--- src/design/wsdfc_pkg.sv ---
// Shared types and constants of the waveshaper with drive, fold and clip.
`default_nettype none
package wsdfc_pkg;

   // Shape modes
   localparam logic [1:0] MODE_NONE  = 2'd0;
   localparam logic [1:0] MODE_DRIVE = 2'd1;
   localparam logic [1:0] MODE_FOLD  = 2'd2;
   localparam logic [1:0] MODE_CLIP  = 2'd3;

   // Register indexes
   localparam logic [1:0] REG_SHAPE_MODE    = 2'd0;
   localparam logic [1:0] REG_SHAPE_AMOUNT  = 2'd1;
   localparam logic [1:0] REG_FEEDBACK_GAIN = 2'd2;

   localparam logic [16:0] GAIN_ONE      = 17'd65536;
   localparam logic [16:0] GAIN_MIN      = 17'd65;
   localparam logic [30:0] EXP_M1_Q32    = 31'd1580030169;
   localparam logic [17:0] CLIP_FLOOR    = 18'd6554;
   localparam logic [3:0]  TAYLOR_TERMS  = 4'd14;
   localparam logic [4:0]  FOLD_MAX      = 5'd16;
   // 1/5 in Q18, rounded up; exact quotient for amounts up to 1.0
   localparam logic [15:0] FIVE_RECIP_Q18 = 16'd52429;

   typedef enum logic [4:0] {
      CMD_NOP,
      CMD_LOAD,
      CMD_SET_TD_ARG,
      CMD_EXP_INIT,
      CMD_EXP_MUL,
      CMD_TERM_DIV,
      CMD_EXP_ACC,
      CMD_POW_INIT,
      CMD_POW_MUL,
      CMD_TANH_DIV,
      CMD_TANH_STORE,
      CMD_RATIO_DIV,
      CMD_RATIO_STORE,
      CMD_FOLD_DIV,
      CMD_FOLD_SET,
      CMD_FOLD_STEP,
      CMD_CLIP_DIV,
      CMD_CLIP_STORE,
      CMD_FB_MUL,
      CMD_FB_ADD,
      CMD_EMIT
   } cmd_type;

   typedef enum logic [4:0] {
      ST_IDLE,
      ST_DISPATCH,
      ST_EXP_INIT,
      ST_EXP_MUL,
      ST_TERM_DIV,
      ST_TERM_WAIT,
      ST_POW_INIT,
      ST_POW,
      ST_TANH_WAIT,
      ST_RATIO_DIV,
      ST_RATIO_WAIT,
      ST_FOLD_WAIT,
      ST_FOLD,
      ST_CLIP_WAIT,
      ST_FB_MUL,
      ST_FB_ADD,
      ST_EMIT
   } state_type;

   typedef struct packed {
      logic [1:0] mode;
      logic       shape_on;
      logic       fb_on;
      logic       div_done;
      logic       n_last;
      logic       k_zero;
      logic       on_tn;
      logic       fold_more;
   } status_type;

endpackage
`default_nettype wire

--- src/design/wsdfc_ctrl.sv ---
// Sequencer of the waveshaper: steps the datapath through one transaction.
`default_nettype none
module wsdfc_ctrl (
   input  wire logic                   clock,
   input  wire logic                   reset,
   input  wire logic                   req_valid,
   output logic                        req_stall,
   output logic                        rsp_valid,
   input  wire logic                   rsp_stall,
   input  wire wsdfc_pkg::status_type  status,
   output wsdfc_pkg::cmd_type          cmd
);
   import wsdfc_pkg::*;

   state_type state_ff, state_in;
   logic      rsp_valid_ff, rsp_valid_in;

   always_ff @(posedge clock) begin
      if (reset) begin
         state_ff     <= ST_IDLE;
         rsp_valid_ff <= 1'b0;
      end else begin
         state_ff     <= state_in;
         rsp_valid_ff <= rsp_valid_in;
      end
   end

   always_comb begin
      state_in     = state_ff;
      cmd          = CMD_NOP;
      rsp_valid_in = rsp_valid_ff & rsp_stall;
      unique case (state_ff)
         ST_IDLE: begin
            if (req_valid) begin
               cmd      = CMD_LOAD;
               state_in = ST_DISPATCH;
            end
         end
         ST_DISPATCH: begin
            if (!status.shape_on) begin
               state_in = ST_FB_MUL;
            end else begin
               unique case (status.mode)
                  MODE_DRIVE: begin
                     cmd      = CMD_SET_TD_ARG;
                     state_in = ST_EXP_INIT;
                  end
                  MODE_FOLD: begin
                     cmd      = CMD_FOLD_DIV;
                     state_in = ST_FOLD_WAIT;
                  end
                  MODE_CLIP: begin
                     cmd      = CMD_CLIP_DIV;
                     state_in = ST_CLIP_WAIT;
                  end
                  default: state_in = ST_FB_MUL;
               endcase
            end
         end
         ST_EXP_INIT: begin
            cmd      = CMD_EXP_INIT;
            state_in = ST_EXP_MUL;
         end
         ST_EXP_MUL: begin
            cmd      = CMD_EXP_MUL;
            state_in = ST_TERM_DIV;
         end
         ST_TERM_DIV: begin
            cmd      = CMD_TERM_DIV;
            state_in = ST_TERM_WAIT;
         end
         ST_TERM_WAIT: begin
            if (status.div_done) begin
               cmd      = CMD_EXP_ACC;
               state_in = status.n_last ? ST_POW_INIT : ST_EXP_MUL;
            end
         end
         ST_POW_INIT: begin
            cmd      = CMD_POW_INIT;
            state_in = ST_POW;
         end
         ST_POW: begin
            if (status.k_zero) begin
               cmd      = CMD_TANH_DIV;
               state_in = ST_TANH_WAIT;
            end else begin
               cmd = CMD_POW_MUL;
            end
         end
         ST_TANH_WAIT: begin
            if (status.div_done) begin
               cmd      = CMD_TANH_STORE;
               state_in = status.on_tn ? ST_RATIO_DIV : ST_EXP_INIT;
            end
         end
         ST_RATIO_DIV: begin
            cmd      = CMD_RATIO_DIV;
            state_in = ST_RATIO_WAIT;
         end
         ST_RATIO_WAIT: begin
            if (status.div_done) begin
               cmd      = CMD_RATIO_STORE;
               state_in = ST_FB_MUL;
            end
         end
         ST_FOLD_WAIT: begin
            // threshold quotient registered last cycle, finish it now
            cmd      = CMD_FOLD_SET;
            state_in = ST_FOLD;
         end
         ST_FOLD: begin
            if (status.fold_more) begin
               cmd = CMD_FOLD_STEP;
            end else begin
               state_in = ST_FB_MUL;
            end
         end
         ST_CLIP_WAIT: begin
            if (status.div_done) begin
               cmd      = CMD_CLIP_STORE;
               state_in = ST_FB_MUL;
            end
         end
         ST_FB_MUL: begin
            cmd      = CMD_FB_MUL;
            state_in = ST_FB_ADD;
         end
         ST_FB_ADD: begin
            cmd      = CMD_FB_ADD;
            state_in = ST_EMIT;
         end
         ST_EMIT: begin
            // hold until the output register is free
            if (!(rsp_valid_ff && rsp_stall)) begin
               cmd          = CMD_EMIT;
               rsp_valid_in = 1'b1;
               state_in     = ST_IDLE;
            end
         end
         default: state_in = ST_IDLE;
      endcase
   end

   assign req_stall = (state_ff != ST_IDLE);
   assign rsp_valid = rsp_valid_ff;

   a_emit_free: assert property (@(posedge clock) disable iff (reset)
      cmd == CMD_EMIT |-> !(rsp_valid_ff && rsp_stall))
      else $error("result written over a waiting result");
   a_emit_valid: assert property (@(posedge clock) disable iff (reset)
      cmd == CMD_EMIT |=> rsp_valid_ff && state_ff == ST_IDLE)
      else $error("emitted result not presented");
   a_accept_start: assert property (@(posedge clock) disable iff (reset)
      req_valid && !req_stall |=> state_ff == ST_DISPATCH)
      else $error("accepted transaction not started");

endmodule
`default_nettype wire

--- config.mk ---
export PLATFORM = sky130hd
export DESIGN_NAME = wsdfc_ctrl
export DESIGN_NICKNAME = d
export VERILOG_FILES = /design/src/design/wsdfc_pkg.sv /design/src/design/wsdfc_ctrl.sv
export SDC_FILE = /design/constraint.sdc
export NUM_CORES = 1
export LEC_CHECK = 0
export ABC_AREA = 1
export BUFFER_PORTS_ARGS = -buffer_cell sky130_fd_sc_hd__clkbuf_2
export CAP_MARGIN = 20
export CORE_MARGIN = 4
export CORE_UTILIZATION = 52
export CTS_CLUSTER_DIAMETER = 50
export DETAILED_ROUTE_END_ITERATION = 10
export HOLD_SLACK_MARGIN = 0.08
export PLACE_DENSITY = 0.89
export SYNTH_ARGS = -nofsm -noshare
export SYNTH_HDL_FRONTEND = slang
export SYNTH_SLANG_ARGS = --single-unit
--- constraint.sdc ---
create_clock -name clock -period 1.75 [get_ports clock]
set_clock_uncertainty 0.05 [all_clocks]
set_input_delay 0.0875 -clock clock [delete_from_list [all_inputs] [get_ports clock]]
set_output_delay 0.0875 -clock clock [all_outputs]
set_load 0.1 [all_outputs]
### After elaboration in Yosys (flattened, before gate mapping)

Cells that the tools add are included.

| word-level totals | value |
|---|---|
| output and inout bits | 7 |
| input bits | 13 |
| register bits | 6 |

| cells by class | value |
|---|---|
| equal/unequal tests | 26 |
| mux-type cells | 25 |
| bitwise gates (word level) | 1 |
| reductions and logical operators | 5 |

Operators with widths:

| cell | count |
|---|---|
| 5-bit case mux with 17 select lines | 1 |
| 5-bit case mux with 16 select lines | 1 |
| 5-bit 2-to-1 mux | 10 |
| 5-bit by 4-bit == test with 1-bit output (second input constant) | 8 |
| 5-bit by 3-bit == test with 1-bit output (second input constant) | 4 |
| 4-bit 2-to-1 mux | 5 |
| 5-bit case mux with 3 select lines | 1 |
| 2-bit != test (second input constant) | 6 |
| 4-bit case mux with 3 select lines | 1 |
| 5-bit by 2-bit == test with 1-bit output (second input constant) | 2 |
| 7-bit AND reduction | 1 |
| 3-bit 2-to-1 mux | 2 |
| 5-bit by 1-bit == test with 1-bit output (second input constant) | 1 |
| 5-bit == test (second input constant) | 1 |
| 5-bit zero test | 1 |
| 5-bit nonzero test | 1 |
| 2-bit == test (second input constant) | 2 |
| 1-bit 2-to-1 mux | 4 |
| 2-bit by 1-bit == test with 1-bit output (second input constant) | 1 |
| 2-bit by 1-bit != test with 1-bit output (second input constant) | 1 |
| 2-bit OR reduction | 1 |
| 1-bit bitwise AND | 1 |
| 1-bit logical AND | 1 |

### Longest topological paths before layout

| depth | value |
|---|---|
| word-level depth | 4 |
| mapped depth | 11 |

### Worst setup path after synthesis

No wires, ideal clock.

| timing | value |
|---|---|
| path type | reg-to-output |
| from | register state_ff[2] |
| to | output cmd[4] |
| setup slack | -2.648 ns |
| arrival | 4.261 ns |
| cell stages (with the launch flop) | 4 |
| cell sequence | dfxtp_1 nor2_1 nand3_1 o311ai_0 |

| on the way | value |
|---|---|
| longest elaborated chain between the ends | 2 |
| elaborated cells between the ends (all ways) | 18 |
| those cells by class | eq/ne (16); mux (1); reduce/logical (1) |

RTL lines:

| element | RTL line | text |
|---|---|---|
| start, declared | wsdfc_ctrl.sv:15 | `state_type state_ff, state_in;` |
| start signal, assigned | wsdfc_ctrl.sv:23 | `state_ff <= state_in;` |
| 5-bit == test, or another cell as far along | wsdfc_ctrl.sv:32 | `unique case (state_ff)` |
| 5-bit case mux with 17 select lines (*) | wsdfc_ctrl.sv:32 |  |
| end, declared | wsdfc_ctrl.sv:11 | `output wsdfc_pkg::cmd_type cmd` |

Mark *: on every way between the ends. The rest lies on a longest branch, timed or not.

### Final worst setup path

| timing | value |
|---|---|
| from | register state_ff[2] |
| to | output cmd[2] |

The elaborated chain is that of the path after synthesis.

==> metrics.yaml <==
grt_use_met1: 0.311
drive_gt1_frac: 0.425
ios: 20
relSlewSlack: 0.631
crit_path_frequent_cell: "inv_1"
synth_top_area_share: 0.160
yosysWarnings: 0
dr.first_iter.drc_count: 187
min_period_ns: 1.84
routed_via_density: 6.79
cts_root_buf: "clkbuf_4"
cts_buffers: 3
seq_area_frac_synth: 0.142
drt_wl_total_um: 4430
grt_usage: 0.281
synth_mux_area_frac: 0
path_max_fanout: 6
reg2regPathDepth: 9
synthFlopType: "dfxtp_1"
htree_levels: 1
cpMaxStageDelayCell: "dfxtp_4"
crit_type: "reg2out"
crit_chain: "inv_1 > nor2_4 > nand3_2 > o22ai_1 > inv_1 > nand4_1 > buf_12"
powerDensity_nw_per_um2: 1780
yosysTopAreaCell: "nand2_1"
setup_ws_ns: -0.0922
cts.path.max_buffers: 2
worstHoldPathCells: 5
timing.fmax_ghz: 0.543
placement.io_buffers: 18
finish.instance_area_um2: 1410
async_flop_share: 0
grt-ovfl-total: 0
use_met2: 0.463
nets: 217
holdPathEnd: "state_ff[0]"
synth_compound_area_frac: 0.136
initial_utilization: 0.554
grt_util_met3: 0.0736
clk_pin_slew_ns: 0.05
synth_edf_count: 0
antenna_left: 0
die-width_um: 48.3
setup_tns_ns: -0.357
p_leak_nw: 0.718
ys_top_cells_by_area: "nand2_1, nor2_1, dfxtp_1, nand3_1, inv_1"
vias: 1466
grt_pass1_vias: 1218
ir_worst_vdd_mv: 1.26
r2r_end: "state_ff[3]"
antennaDiodeCount: 0
worst_slew_pin_slew_ns: 0.556
grt_max_degree: 12
synthTopCellsByCount: "nand2_1, nor2_1, inv_1"
grt.busiest_layer: "met2"
netlist_area_um2: 845
setup_violations: 5
cap_violations: 0
rows: 14
syn_avg_cell_area_um2: 5.25
antenna_found_initial: 0
rsz0062_at_grt: "yes"
ys_seq_elements: 6
clkLatencyLatePin_ns: 0.27
cts_sinks: 6
core-area_um2: 1520
postPlaceCellArea_um2: 1130
status: "finished with violations"
cp-startpoint: "state_ff[2]"
firstDrtPassIters: 7
endpoint_kind: "output port"
die_area_um2: 2330
synth_fa_ha_area_frac: 0.0444
finalCritPeriodShare: 1.05
synth.distinct_cells: 20
finalWeightedCongestion: 0.957
critical_path_required_ns: 1.61
regToRegStartpoint: "state_ff[2]"
hp-class: "in2reg"
synth_top_family_by_area: "simple AND/OR/NAND/NOR gates"
violations: "negative setup slack"
die_y_um: 48.3
crit_path_start_kind: "flop"
grt_pass1_wl_um: 5330
slew_viol_final: 0
dp_hpwl_um: 2240
hp-start: "status[1]"
synth_cells: 161
syn-num-nets: 177
cts_tree: "done"
area_growth_pct: 66.4
avgRoutedWirePerCell_um: 20.5
critPathArrivalTime_ns: 1.70
rrSetupSlack_ns: 0.02
yosys.area_share.xor_xnor: 0
max_stage_delay_ns: 0.41
route.detailed.drc: 0
hold_viol: 0
synthSimpleGateAreaFrac: 0.548
==> layout make-up <==
class                      count  area [µm²]
tap                           16        20.0
clock buffer                   4        26.3
multi-input combinational    129         798
inverter                      24        95.1
timing repair buffer          37         323
fill                          61         119
sequential                     6         143
==> stage by stage <==
stage	power (mW)	std cells	util	setup slack, ns	hold WS [ns]
floorplan	1.42	161	-	-0.116	0.0969
global placement	1.88	197	0.744	0.126	0.274
detailed placement	1.91	197	0.744	0.112	0.279
CTS	2.19	209	0.834	-0.00891	0.175
global route	2.60	216	0.922	-0.149	0.260
finish	2.51	216	0.922	-0.0922	0.208
==> per-layer routing <==
layer | vias up | share of wire
met2 | 163 | 0.44
li1 | 608 | -
met1 | 642 | 0.36
met4 | 0 | 0.083
met5 | - | 0
met3 | 53 | 0.12
==> cells by family (layout without fill, tap and decap cells) <==
group	count (synthesis)	in the layout
simple gates	107	107
fa+ha+maj	3	3
compound gates	19	19
flops	6	6
buf+inv	26	65
==> sequential cells by signal, indices dropped and copies added, names as in the netlist <==
name	flops
rsp_valid	1
state_ff	5
==> power by group <==
group / internal [mW] / leakage, nW / switching, mW / total [mW]
combinational: 0.690 / 0.649 / 1.36 / 2.05
sequential: 0.184 / 0.0533 / 0.110 / 0.294
clock: 0.0877 / 0.0150 / 0.0720 / 0.160
total: 0.961 / 0.718 / 1.55 / 2.51
==> worst max-delay path, delay by kind of cell, from the launching register on <==
| family | cells | cell delay (ns) |
|---|---|---|
| flops | 1 | 0.41 |
| compound gates | 1 | 0.17 |
| simple gates | 3 | 0.42 |
| buf+inv | 3 | 0.44 |
==> worst max-delay path by stage <==
stage,end,slack (ns),cells after the start
CTS,cmd[0],-0.009,9
floorplan,cmd[2],-0.12,6
detailed placement,state_ff[3],0.11,9
finish,cmd[2],-0.09,7
global placement,cmd[3],0.13,6
global route,cmd[2],-0.15,7
==> repair_timing <==
action | 4_1_cts | 5_1_grt
hold endpoints to repair | 6 | 0
pin swaps | 4 | 9
resized for setup | 15 | 23
setup buffers | 6 | 7
setup endpoints to repair | 5 | 5
hold buffers | 2 | 0
==> cell usage in the layout (no fill, tap or decap), types with 7 or more instances in the layout <==
cell type / instances
nand3_2: 9
inv_1: 20
nand2_1: 31
a21oi_1: 8
buf_4: 16
nor2_1: 30
nand4_1: 7
nor2_4: 7
clkbuf_2: 12
nand3_1: 9
No activity file was read; power rests on OpenSTA's default activity.
